<file path="src/rtl/mfrq_pkg.sv">
`timescale 1ns / 1ps
package mfrq_pkg;
  localparam int LEVELS  = 4;
  localparam int DEPTH   = 16;
  localparam int ID_BITS = 8;
  localparam int LV_W    = (LEVELS > 1) ? $clog2(LEVELS) : 1;
  localparam int PTR_W   = $clog2(DEPTH);
  localparam int CNT_W   = $clog2(DEPTH + 1);
  localparam int ADDR_W  = $clog2(LEVELS * DEPTH);

  localparam logic [1:0] OP_ENQ   = 2'd0;
  localparam logic [1:0] OP_DEQ   = 2'd1;
  localparam logic [1:0] OP_PLUCK = 2'd2;

  localparam logic [1:0] ST_OK    = 2'd0;
  localparam logic [1:0] ST_RANGE = 2'd1;
  localparam logic [1:0] ST_FULL  = 2'd2;
  localparam logic [1:0] ST_EMPTY = 2'd3;

  typedef struct packed {
    logic [1:0] opcode;
    logic [7:0] item_id;
    logic [3:0] level;
  } req_t;

  typedef struct packed {
    logic       ok;
    logic [7:0] result_item;
    logic [1:0] status;
    logic [6:0] total_count;
  } rsp_t;

  typedef enum logic [2:0] {
    S_IDLE, S_DISPATCH, S_SCAN, S_SHIFT, S_DONE
  } state_t;

  // controller -> datapath
  typedef struct packed {
    logic load;      // capture request
    logic enq;       // write tail
    logic deq;       // pop head of lowest nonempty level
    logic scan_rd;   // issue read at scan position
    logic scan_step; // advance scan / evaluate compare
    logic shift_rd;  // read source for compaction
    logic shift_wr;  // write compaction word
    logic pluck_fin; // decrement found level
    logic set_fail;  // finish with fail status
  } cmd_t;

  // datapath -> controller
  typedef struct packed {
    logic [1:0] opcode;
    logic       range_bad;
    logic       full;
    logic       any;
    logic       match;
    logic       scan_end;   // no more entries to scan
    logic       shift_end;  // compaction finished
  } sts_t;
endpackage

</file>
<file path="src/rtl/mfrq_ctrl.sv">
`timescale 1ns / 1ps
module mfrq_ctrl (
  input  logic          clk,
  input  logic          rst,
  input  logic          in_fire,
  input  logic          out_fire,
  input  mfrq_pkg::sts_t sts,
  output mfrq_pkg::cmd_t cmd,
  output logic          busy,
  output logic          out_vld
);
  import mfrq_pkg::*;
  state_t state, state_next;
  // read latency: scan alternates read then compare, shift alternates read then write
  logic phase, phase_next;

  always_ff @(posedge clk) begin
    if (rst) begin
      state <= S_IDLE;
      phase <= 1'b0;
    end else begin
      state <= state_next;
      phase <= phase_next;
    end
  end

  always_comb begin
    state_next = state;
    phase_next = phase;
    case (state)
      S_IDLE: if (in_fire) state_next = S_DISPATCH;
      S_DISPATCH: begin
        phase_next = 1'b0;
        if (sts.opcode == OP_PLUCK) state_next = S_SCAN;
        else state_next = S_DONE;
      end
      S_SCAN: begin
        if (!phase) begin
          if (sts.scan_end) state_next = S_DONE;
          else phase_next = 1'b1;
        end else begin
          phase_next = 1'b0;
          if (sts.match) state_next = S_SHIFT;
        end
      end
      S_SHIFT: begin
        phase_next = ~phase;
        if (!phase && sts.shift_end) begin
          state_next = S_DONE;
          phase_next = 1'b0;
        end
      end
      S_DONE: if (out_fire) state_next = S_IDLE;
      default: state_next = S_IDLE;
    endcase
  end

  always_comb begin
    cmd = '0;
    busy = 1'b1;
    out_vld = 1'b0;
    case (state)
      S_IDLE: begin
        busy = 1'b0;
        cmd.load = in_fire;
      end
      S_DISPATCH: begin
        case (sts.opcode)
          OP_ENQ: begin
            if (sts.range_bad || sts.full) cmd.set_fail = 1'b1;
            else cmd.enq = 1'b1;
          end
          OP_DEQ: begin
            if (sts.any) cmd.deq = 1'b1;
            else cmd.set_fail = 1'b1;
          end
          OP_PLUCK: ;
          default: cmd.set_fail = 1'b1;
        endcase
      end
      S_SCAN: begin
        if (!phase) begin
          if (sts.scan_end) cmd.set_fail = 1'b1;
          else cmd.scan_rd = 1'b1;
        end else cmd.scan_step = 1'b1;
      end
      S_SHIFT: begin
        if (!phase) begin
          if (sts.shift_end) cmd.pluck_fin = 1'b1;
          else cmd.shift_rd = 1'b1;
        end else cmd.shift_wr = 1'b1;
      end
      S_DONE: out_vld = 1'b1;
      default: ;
    endcase
  end

`ifndef NO_ASSERTIONS
  a_out_only_done: assert property (@(posedge clk) disable iff (rst)
    out_vld |-> state == S_DONE) else $error("out valid outside done");
  a_shift_after_match: assert property (@(posedge clk) disable iff (rst)
    (state == S_SHIFT && $past(state) != S_SHIFT) |-> $past(sts.match))
    else $error("shift without match");
  a_no_load_busy: assert property (@(posedge clk) disable iff (rst)
    cmd.load |-> state == S_IDLE) else $error("load while busy");
`endif
endmodule

</file>
<file path="src/rtl/mfrq_dp.sv">
`timescale 1ns / 1ps
module mfrq_dp (
  input  logic          clk,
  input  logic          rst,
  input  mfrq_pkg::req_t req,
  input  mfrq_pkg::cmd_t cmd,
  output mfrq_pkg::sts_t sts,
  output mfrq_pkg::rsp_t rsp
);
  import mfrq_pkg::*;

  logic [ID_BITS-1:0] mem [LEVELS*DEPTH];
  logic [ID_BITS-1:0] rd_data;
  logic [PTR_W-1:0] head [LEVELS];
  logic [CNT_W-1:0] cnt  [LEVELS];
  logic [6:0]       total;

  req_t             r;
  logic [LV_W-1:0]  lv;      // scan level / found level
  logic [CNT_W-1:0] k;       // position in level
  logic             res_ok;
  logic [7:0]       res_item;
  logic [1:0]       res_st;
  logic             res_rd;  // dequeued handle comes straight from the read register

  logic [LV_W-1:0]   deq_lv;
  logic              any;
  logic [LV_W-1:0]   elv;
  logic [ADDR_W-1:0] addr_wr, addr_rd;
  logic              mem_we, mem_re;
  logic [ID_BITS-1:0] wdata;
  logic [PTR_W-1:0]  pos_k, pos_k1;
  logic [CNT_W-1:0]  n_lv;
  logic              hit;

  always_comb begin
    any = 1'b0;
    deq_lv = '0;
    for (int i = LEVELS - 1; i >= 0; i--) begin
      if (cnt[i] != '0) begin
        any = 1'b1;
        deq_lv = LV_W'(i);
      end
    end
  end

  assign elv = r.level[LV_W-1:0];
  assign n_lv = cnt[lv];
  assign pos_k  = PTR_W'(head[lv] + PTR_W'(k));
  assign pos_k1 = PTR_W'(head[lv] + PTR_W'(k) + 1'b1);
  // only live entries count as a match
  assign hit = (k < n_lv) && (rd_data == r.item_id[ID_BITS-1:0]);

  always_comb begin
    mem_we = 1'b0;
    mem_re = 1'b0;
    addr_wr = '0;
    addr_rd = '0;
    wdata = rd_data;
    if (cmd.enq) begin
      mem_we = 1'b1;
      addr_wr = ADDR_W'(elv) * ADDR_W'(DEPTH)
              + ADDR_W'(PTR_W'(head[elv] + PTR_W'(cnt[elv])));
      wdata = r.item_id[ID_BITS-1:0];
    end else if (cmd.shift_wr) begin
      mem_we = 1'b1;
      addr_wr = ADDR_W'(lv) * ADDR_W'(DEPTH) + ADDR_W'(pos_k);
    end
    if (cmd.deq) begin
      mem_re = 1'b1;
      addr_rd = ADDR_W'(deq_lv) * ADDR_W'(DEPTH) + ADDR_W'(head[deq_lv]);
    end else if (cmd.scan_rd) begin
      mem_re = 1'b1;
      addr_rd = ADDR_W'(lv) * ADDR_W'(DEPTH) + ADDR_W'(pos_k);
    end else if (cmd.shift_rd) begin
      mem_re = 1'b1;
      addr_rd = ADDR_W'(lv) * ADDR_W'(DEPTH) + ADDR_W'(pos_k1);
    end
  end

  always_ff @(posedge clk) begin
    if (mem_we) mem[addr_wr] <= wdata;
    if (mem_re) rd_data <= mem[addr_rd];
  end

  always_ff @(posedge clk) begin
    if (rst) begin
      for (int i = 0; i < LEVELS; i++) begin
        head[i] <= '0;
        cnt[i]  <= '0;
      end
      total <= '0;
    end else begin
      if (cmd.enq) begin
        cnt[elv] <= cnt[elv] + 1'b1;
        total <= total + 1'b1;
      end
      if (cmd.deq) begin
        head[deq_lv] <= PTR_W'(head[deq_lv] + 1'b1);
        cnt[deq_lv] <= cnt[deq_lv] - 1'b1;
        total <= total - 1'b1;
      end
      if (cmd.pluck_fin) begin
        cnt[lv] <= cnt[lv] - 1'b1;
        total <= total - 1'b1;
      end
    end
  end

  always_ff @(posedge clk) begin
    if (cmd.load) begin
      r <= req;
      lv <= '0;
      k <= '0;
      res_rd <= 1'b0;
    end
    if (cmd.enq) begin
      res_ok <= 1'b1; res_item <= '0; res_st <= ST_OK;
    end
    if (cmd.set_fail) begin
      res_ok <= 1'b0; res_item <= '0;
      res_st <= (r.opcode == OP_ENQ && r.level >= 4'(LEVELS)) ? ST_RANGE :
                (r.opcode == OP_ENQ) ? ST_FULL : ST_EMPTY;
    end
    if (cmd.deq) begin
      res_ok <= 1'b1; res_st <= ST_OK;
      res_rd <= 1'b1;
    end
    if (cmd.scan_step) begin
      if (hit) begin
        res_ok <= 1'b1; res_st <= ST_OK;
        res_item <= 8'(r.item_id[ID_BITS-1:0]);
      end else if (k + 1'b1 >= n_lv && lv != LV_W'(LEVELS - 1)) begin
        k <= '0;
        lv <= LV_W'(lv + 1'b1);
      end else k <= k + 1'b1;
    end
    if (cmd.shift_wr) k <= k + 1'b1;
  end

  always_comb begin
    sts.opcode    = r.opcode;
    sts.range_bad = r.level >= 4'(LEVELS);
    sts.full      = cnt[elv] >= CNT_W'(DEPTH);
    sts.any       = any;
    sts.match     = hit;
    // last level exhausted
    sts.scan_end  = (k >= n_lv) && (lv == LV_W'(LEVELS - 1));
    sts.shift_end = k + 1'b1 >= n_lv;
  end

  assign rsp.ok = res_ok;
  assign rsp.result_item = res_rd ? 8'(rd_data) : res_item;
  assign rsp.status = res_st;
  assign rsp.total_count = total;

`ifndef NO_ASSERTIONS
  a_enq_room: assert property (@(posedge clk) disable iff (rst)
    cmd.enq |-> cnt[elv] < CNT_W'(DEPTH)) else $error("enqueue into full level");
  a_deq_nonempty: assert property (@(posedge clk) disable iff (rst)
    cmd.deq |-> any) else $error("dequeue from empty queue");
  a_total_bound: assert property (@(posedge clk) disable iff (rst)
    total <= 7'(LEVELS * DEPTH)) else $error("total out of range");
`endif
endmodule

</file>
<file path="src/rtl/multilevel_fifo_ready_queue.sv">
`timescale 1ns / 1ps
// channel   signals                     direction
// request   req_valid req_stall req     in
// response  rsp_valid rsp_stall rsp     out
// enqueue and dequeue pass from accept through dispatch to done, which raises response valid
// pluck spends a read and a compare per scanned entry or empty level, a read and a write
// per moved entry and a closing step, set by the single read port of the slot memory
// rst clears levels and counts; slot memory is not cleared
// one request at a time: req_stall is high from accept until the response is taken
module multilevel_fifo_ready_queue (
  input  logic           clk,
  input  logic           rst,
  input  logic           req_valid,
  output logic           req_stall,
  input  mfrq_pkg::req_t req,
  output logic           rsp_valid,
  input  logic           rsp_stall,
  output mfrq_pkg::rsp_t rsp
);
  import mfrq_pkg::*;
  cmd_t cmd;
  sts_t sts;
  logic busy, in_fire, out_fire;

  assign req_stall = busy;
  assign in_fire = req_valid && !busy;
  assign out_fire = rsp_valid && !rsp_stall;

  mfrq_ctrl u_ctrl (
    .clk(clk), .rst(rst), .in_fire(in_fire), .out_fire(out_fire),
    .sts(sts), .cmd(cmd), .busy(busy), .out_vld(rsp_valid)
  );

  mfrq_dp u_dp (
    .clk(clk), .rst(rst), .req(req), .cmd(cmd), .sts(sts), .rsp(rsp)
  );
endmodule
</file>
<file path="config.mk">
export PLATFORM = sky130hd
export DESIGN_NAME = multilevel_fifo_ready_queue
export DESIGN_NICKNAME = d
export VERILOG_FILES = /design/src/rtl/mfrq_pkg.sv /design/src/rtl/mfrq_ctrl.sv /design/src/rtl/mfrq_dp.sv /design/src/rtl/multilevel_fifo_ready_queue.sv
export SDC_FILE = /design/constraint.sdc
export NUM_CORES = 1
export LEC_CHECK = 0
export BUFFER_PORTS_ARGS = -buffer_cell sky130_fd_sc_hd__buf_4
export CORE_MARGIN = 4
export CORE_UTILIZATION = 54
export CTS_CLUSTER_SIZE = 16
export DETAILED_ROUTE_END_ITERATION = 8
export GPL_TIMING_DRIVEN = 0
export PLACE_DENSITY = 0.67
export SETUP_SLACK_MARGIN = 0.4
export SLEW_MARGIN = 10
export SYNTH_ARGS = -nofsm -noshare
export SYNTH_HDL_FRONTEND = slang
export SYNTH_SLANG_ARGS = --single-unit
</file>
<file path="constraint.sdc">
create_clock -name clk -period 5.6 [get_ports clk]
set_input_delay 1.68 -clock clk [delete_from_list [all_inputs] [get_ports clk]]
set_output_delay 1.68 -clock clk [all_outputs]
set_load 0.02 [all_outputs]
</file>
==> metrics.yaml, run 1 <==
cts:
  h-tree-depth: 2
  hold_buffers: 0
  clockBufferDepth: 3
  tritoncts: "done"
  clk_pin_slew_ns: 0.06
  root_buffer: "clkbuf_16"
  cts_buffers: 60
  insertion_delay_ns: 0.63
  cts.sinks: 602
die:
  die-area_um2: 51800
  rows: 80
  core_um2: 47700
  pin_count: 38
  initial_core_util_pct: 54.6
  die_w_um: 228
  fp.dieH_um: 228
synthesis:
  synth-seq-cells: 602
  synth_edf_count: 570
  synth_nets: 1983
  yosysSeqAreaShare_pct: 68.1
  yosysUniqueCellTypes: 78
  ys.flop_type: "edfxtp_1"
  synthCells: 1938
  avgSynthCellArea_um2: 13.4
  syn_area_um2: 26100
  postSynth.asyncResetShare_pct: 0
  synth_warnings: 0
grt:
  grt.total_usage_pct: 27.4
  grt_max_degree: 65
  gr-total-overflow: 0
  grt_pass1_wl_um: 107000
  antenna_found_initial: 0
  grt_pass1_vias: 16400
timing:
  rsz0062_at_grt: "true"
  finalHoldViolCount: 0
  relSlewSlack_pct: 21.9
  fmax_mhz: 196
  post-route-min-period_ns: 5.10
  slew_violations: 0
  setup_viol: 0
  finClkSkew_ns: 0.0126
  worstMarginPinSlew_ns: 1.16
  layout_worst_path_cycle_share_pct: 91.1
worst_setup_path:
  crit_arrival_ns: 5.57
  startpoint_type: "flop"
  worstSetupPathType: "flop to flop"
  required_ns: 6.07
  worstPathMaxFanout: 10
  cp-end-kind: "flop"
cells_and_area:
  final_cells: 2704
  nNetsFinal: 2088
  area_growth_pct: 13.1
  drive_gt1_share_pct: 13.5
  final_cell_mix: "edfxtp_1, nand2_1, mux2i_1"
  layout_commonest_cell: "edfxtp_1"
  final_area_um2: 29500
  diodes: 0
detailed_routing:
  routed_via_density: 6.36
  drc: 0
  vias: 17200
  avgRoutedWirePerCell_um: 26.9
  drt_iter0_markers: 2180
  ant_nets: 0
  drt_wl_total_um: 72600
  drt_pass1_iterations: 5
placed_design:
  portBuffers: 37
  gp_congestion: 0.930
  dp_cells: 2594
  dp_hpwl_um: 48900
  placed_cell_area_um2: 27200
power_and_ir_drop:
  p_total_mw: 10.7
  p_leak_nw: 10.5
  power.density_cell_area_nw_per_um2: 362
  ir_drop_v: 0.000289
status:
  status: "complete, no violations"
worst_hold_path:
  hold_path.class: "flop to flop"
job:
  cap_viol_max_count: 0
[cell families (layout without fill, tap and decap cells)]
| family | after synthesis | in the layout | share of synthesized area [%] |
|---|---|---|---|
| compound gates | 282 | 282 | 7.75 |
| xor+xnor | 36 | 36 | 1.21 |
| fa+ha+maj | 27 | 27 | 1.35 |
| buf+inv | 126 | 277 | 2.37 |
| flops | 602 | 602 | 68.1 |
| mux | 176 | 176 | 7.68 |
| simple gates | 689 | 689 | 11.5 |
[synth_stat cells (19+ instances only)]
| cell | count | share of area [%] |
|---|---|---|
| a21oi_1 | 63 | 1.2 |
| a22oi_1 | 19 | 0.55 |
| a31oi_1 | 23 | 0.55 |
| a32oi_1 | 30 | 1.0 |
| buf_2 | 46 | 0.88 |
| clkbuf_1 | 30 | 0.43 |
| dfxtp_1 | 32 | 2.5 |
| edfxtp_1 | 570 | 66 |
| ha_1 | 25 | 1.2 |
| inv_1 | 30 | 0.43 |
| mux2i_1 | 147 | 5.6 |
| nand2_1 | 349 | 5.0 |
| nand3_1 | 91 | 1.7 |
| nand4_1 | 19 | 0.46 |
| nor2_1 | 143 | 2.1 |
| o21ai_0 | 23 | 0.44 |
| o22ai_1 | 19 | 0.46 |
| xnor2_1 | 22 | 0.74 |
[state kept, by name, indices dropped and copies added (netlist names), named ones only]
register and count:
u_dp.r 10, u_dp.mem 512, u_dp.res_ok 1, u_dp.res_rd 1, u_dp.k 5, u_dp.lv 2, u_ctrl.phase 1, u_dp.head 16
u_dp.rd_data 8, u_dp.elv 2, u_ctrl.state 3, u_dp.cnt 20, u_dp.sts 2, u_dp.res_item 8, u_dp.res_st 2, u_dp.total 7
[repair_timing]
item | in CTS | in global routing
setup endpoints to repair | 8 | 8
setup buffers | 0 | 2
resized for setup | 22 | 40
pin swaps | 0 | 1
[metrics by stage]
stage | setup TNS (ns) | utilization [%] | setup slack (ns) | hold WS (ns)
after floorplan | 0 | - | 1.37 | 0.439
after global placement | -0.565 | 56.8 | -0.188 | 0.453
after detailed placement | -0.855 | 57.1 | -0.215 | 0.457
after CTS | 0 | 61.4 | 0.356 | 0.474
after global routing | 0 | 61.8 | 0.380 | 0.502
final | 0 | 61.8 | 0.498 | 0.478
[worst paths after layout]
check                                      start               end  slack (ns)  cells past startpoint
worst max-delay path                  u_dp.lv[0]   u_dp.rd_data[5]        0.50                     17
worst max register to register        u_dp.lv[0]   u_dp.rd_data[5]        0.50                     17
worst min register to register  u_dp.res_item[5]  u_dp.res_item[5]        0.48                      1
worst min-delay path            u_dp.res_item[5]  u_dp.res_item[5]        0.48                      1
[power by group]
| part | total, mW | internal, mW | switching (mW) |
|---|---|---|---|
| Combinational | 1.35 | 0.441 | 0.911 |
| Clock | 4.11 | 2.43 | 1.68 |
| Sequential | 5.20 | 5.12 | 0.0763 |
| Total | 10.7 | 8.00 | 2.66 |
[layer usage]
layer  routed length (µm)  vias up  global-route usage [%]
met2                32800      987                    42.2
li1                     -     7537                       -
met4                 2710        0                    9.88
met5                    0        -                       0
met1                29700     8491                    39.2
met3                 7500      189                    5.80
[worst max-delay path, stage by stage, from the launching register on]
cell and delay [ns]:
dfxtp_1 0.34, clkbuf_4 0.26, clkbuf_4 0.27, mux4_2 0.53
ha_1 0.21, inv_1 0.08, fa_1 0.46, inv_1 0.15
ha_1 0.25, a32o_1 0.27, a21o_1 0.16, buf_4 0.19
clkbuf_4 0.26, clkbuf_4 0.29, a221oi_1 0.39, a211oi_1 0.13
a211oi_1 0.45, a21o_1 0.24
[cell type report]
type                       count  area, µm²
multi-input combinational   1210       7920
tap                          615        769
buffer                        96        543
fill                        3620      18300
clock inverter                39        437
sequential                   602      17800
inverter                      30        113
clock buffer                  69       1560
timing repair buffer          43        388
Note: power is estimated with default switching activity, not from simulation.
==> run 2, diff against run 1 <==
==> constraint.sdc (replaced) <==
create_clock -name clk -period 5.1 [get_ports clk]
set_input_delay 1.53 -clock clk [delete_from_list [all_inputs] [get_ports clk]]
set_output_delay 1.53 -clock clk [all_outputs]
set_load 0.02 [all_outputs]
==> metrics.yaml, run 2 (synthesized netlist as in run 1, its figures left out) <==
cts:
  hold_buffers: 0
  clockBufferDepth: 3
  root_buffer: "clkbuf_16"
  h-tree-depth: 2
  clk_pin_slew_ns: 0.06
  insertion_delay_ns: 0.63
  cts.sinks: 602
  cts_buffers: 60
  tritoncts: "done"
power_and_ir_drop:
  p_clk_share_pct: 38.4
  power.density_cell_area_nw_per_um2: 392
  ir_drop_v: 0.000319
  pwr-share-seq_pct: 48.5
  p_total_mw: 11.8
  p_leak_nw: 10.6
  p_int_mw: 8.81
  combinationalPowerShare_pct: 13.1
  p_switching_mw: 2.95
  switching_share_pct: 25.1
detailed_routing:
  avgRoutedWirePerCell_um: 26.9
  drt_iter0_markers: 2158
  drt_pass1_iterations: 6
  vias: 17200
  drt_wl_total_um: 73000
  routed_via_density: 6.35
  drc: 0
  ant_nets: 0
grt:
  antenna_found_initial: 1
  gr-total-overflow: 0
  grt.total_usage_pct: 27.5
  grt_max_degree: 65
  grt_pass1_wl_um: 108000
  grt_pass1_vias: 16500
cells_and_area:
  reg_top3: "u_dp.mem x512, u_dp.cnt x20, u_dp.head x16"
  drive_gt1_share_pct: 17.4
  final_area_um2: 30000
  final_util_pct: 62.9
  diodes: 0
  area_growth_pct: 15.2
  layout_commonest_cell: "edfxtp_1"
  final_cells: 2713
  final_cell_mix: "edfxtp_1, nand2_1, mux2i_1"
  largest_reg_flops: 512
  nNetsFinal: 2097
  nFillCells: 3565
  regMostFlops: "u_dp.mem"
worst_setup_path:
  worst-path-buf-inv: 7
  path_delay_family: "buffers and inverters"
  required_ns: 5.46
  cp-end-kind: "flop"
  crit_chain: "buf_6 > clkbuf_8 > mux4_2 > ha_1 > inv_1 > fa_1 > inv_2 > ha_1 > xnor2_1 > a22o_1 > a21oi_4 > buf_12 > buf_4 > nor2_4 > clkbuf_4 > a32oi_1 > a21oi_1 > nor4_2 > a21o_1"
  rrSetupSlack_ns: 0.48
  crit-reg2reg-launch: "u_dp.lv[0]"
  cp_common_cell: "ha_1"
  worstPathMaxFanout: 10
  reg2reg_to: "u_dp.rd_data[5]"
  max_stage_delay_ns: 0.51
  path_depth: 19
  worstSetupPathType: "flop to flop"
  crit_arrival_ns: 4.99
  startpoint_type: "flop"
  critPathSlowestCell: "mux4_2"
  ff2ff_path_depth: 19
timing:
  finClkSkew_ns: 0.0177
  setup_viol: 0
  fmax_mhz: 216
  rsz0062_at_grt: "true"
  finalHoldViolCount: 0
  slew_violations: 0
  layout_worst_path_cycle_share_pct: 90.7
  relSlewSlack_pct: 23.7
  post-route-min-period_ns: 4.62
  worstMarginPinSlew_ns: 1.14
worst_hold_path:
  min_to: "u_dp.res_item[5]"
  hold_path.class: "flop to flop"
  whs_path_depth: 1
  hp-start: "u_dp.res_item[5]"
die:
  die-area_um2: 51800
  pin_count: 38
  fp.dieH_um: 228
  die_w_um: 228
  core_um2: 47700
  rows: 80
  initial_core_util_pct: 54.6
placed_design:
  placed_cell_area_um2: 27200
  dp_cells: 2594
  portBuffers: 37
  dp_hpwl_um: 48900
  gp_congestion: 0.930
job:
  cap_viol_max_count: 0
status:
  status: "complete, no violations"
==> run 2: cell types whose count changed in the layout (fill, tap and decap cells not counted), sizes merged <==
| cell | previous run | this run |
|---|---|---|
| buf | 101 | 107 |
| clkbuf | 107 | 110 |
==> run 2: layer usage <==
metal	GRT usage, %	wire [µm]	share of wire, %
met1	39.3	29500	40
met2	42.4	33100	45
met3	5.91	7790	11
met4	9.68	2620	3.6
met5	0	0	0
==> run 2: layout make-up <==
type                            instances  area [µm²]  area share (%)
Multi-Input combinational cell       1210        8250            27.5
Timing Repair Buffer                   52         465            1.55
Tap cell                              615         769            2.56
Sequential cell                       602       17800            59.1
Inverter                               30         113           0.375
Buffer                                 96         681            2.27
Clock buffer                           69        1560            5.18
Clock inverter                         39         437            1.45
==> run 2: repair_timing <==
action                     in CTS  in global routing
gates resized for setup        85                108
pin swaps                       4                 12
setup endpoints to repair      32                291
setup buffers                   5                  5
gates cloned                    0                  1
==> run 2: power by group through the flow <==
stage	combinational [mW]	sequential, mW	clock, mW
global route	1.64	5.72	4.77
CTS	1.49	5.71	4.54
floorplan	0.881	5.81	0
detailed placement	1.45	5.81	0
finish	1.54	5.71	4.51
global placement	1.39	5.83	0
==> run 2: worst max-delay path by stage <==
stage                      endpoint  startpoint
floorplan           u_dp.rd_data[6]  u_dp.lv[0]
global placement    u_dp.rd_data[4]  u_dp.lv[0]
detailed placement  u_dp.rd_data[3]  u_dp.lv[0]
CTS                 u_dp.rd_data[5]  u_dp.lv[0]
global route        u_dp.mem[14][4]        flop
finish              u_dp.rd_data[5]  u_dp.lv[0]
==> run 2: metrics by stage <==
stage | TNS, ns | setup slack [ns] | hold slack [ns]
5_1_grt | 0 | 0.261 | 0.502
6_report | 0 | 0.476 | 0.478
4_1_cts | 0 | 0.401 | 0.474
3_5_place_dp | -4.75 | -0.715 | 0.457
3_3_place_gp | -118.46 | -0.688 | 0.453
2_1_floorplan | 0 | 0.874 | 0.439
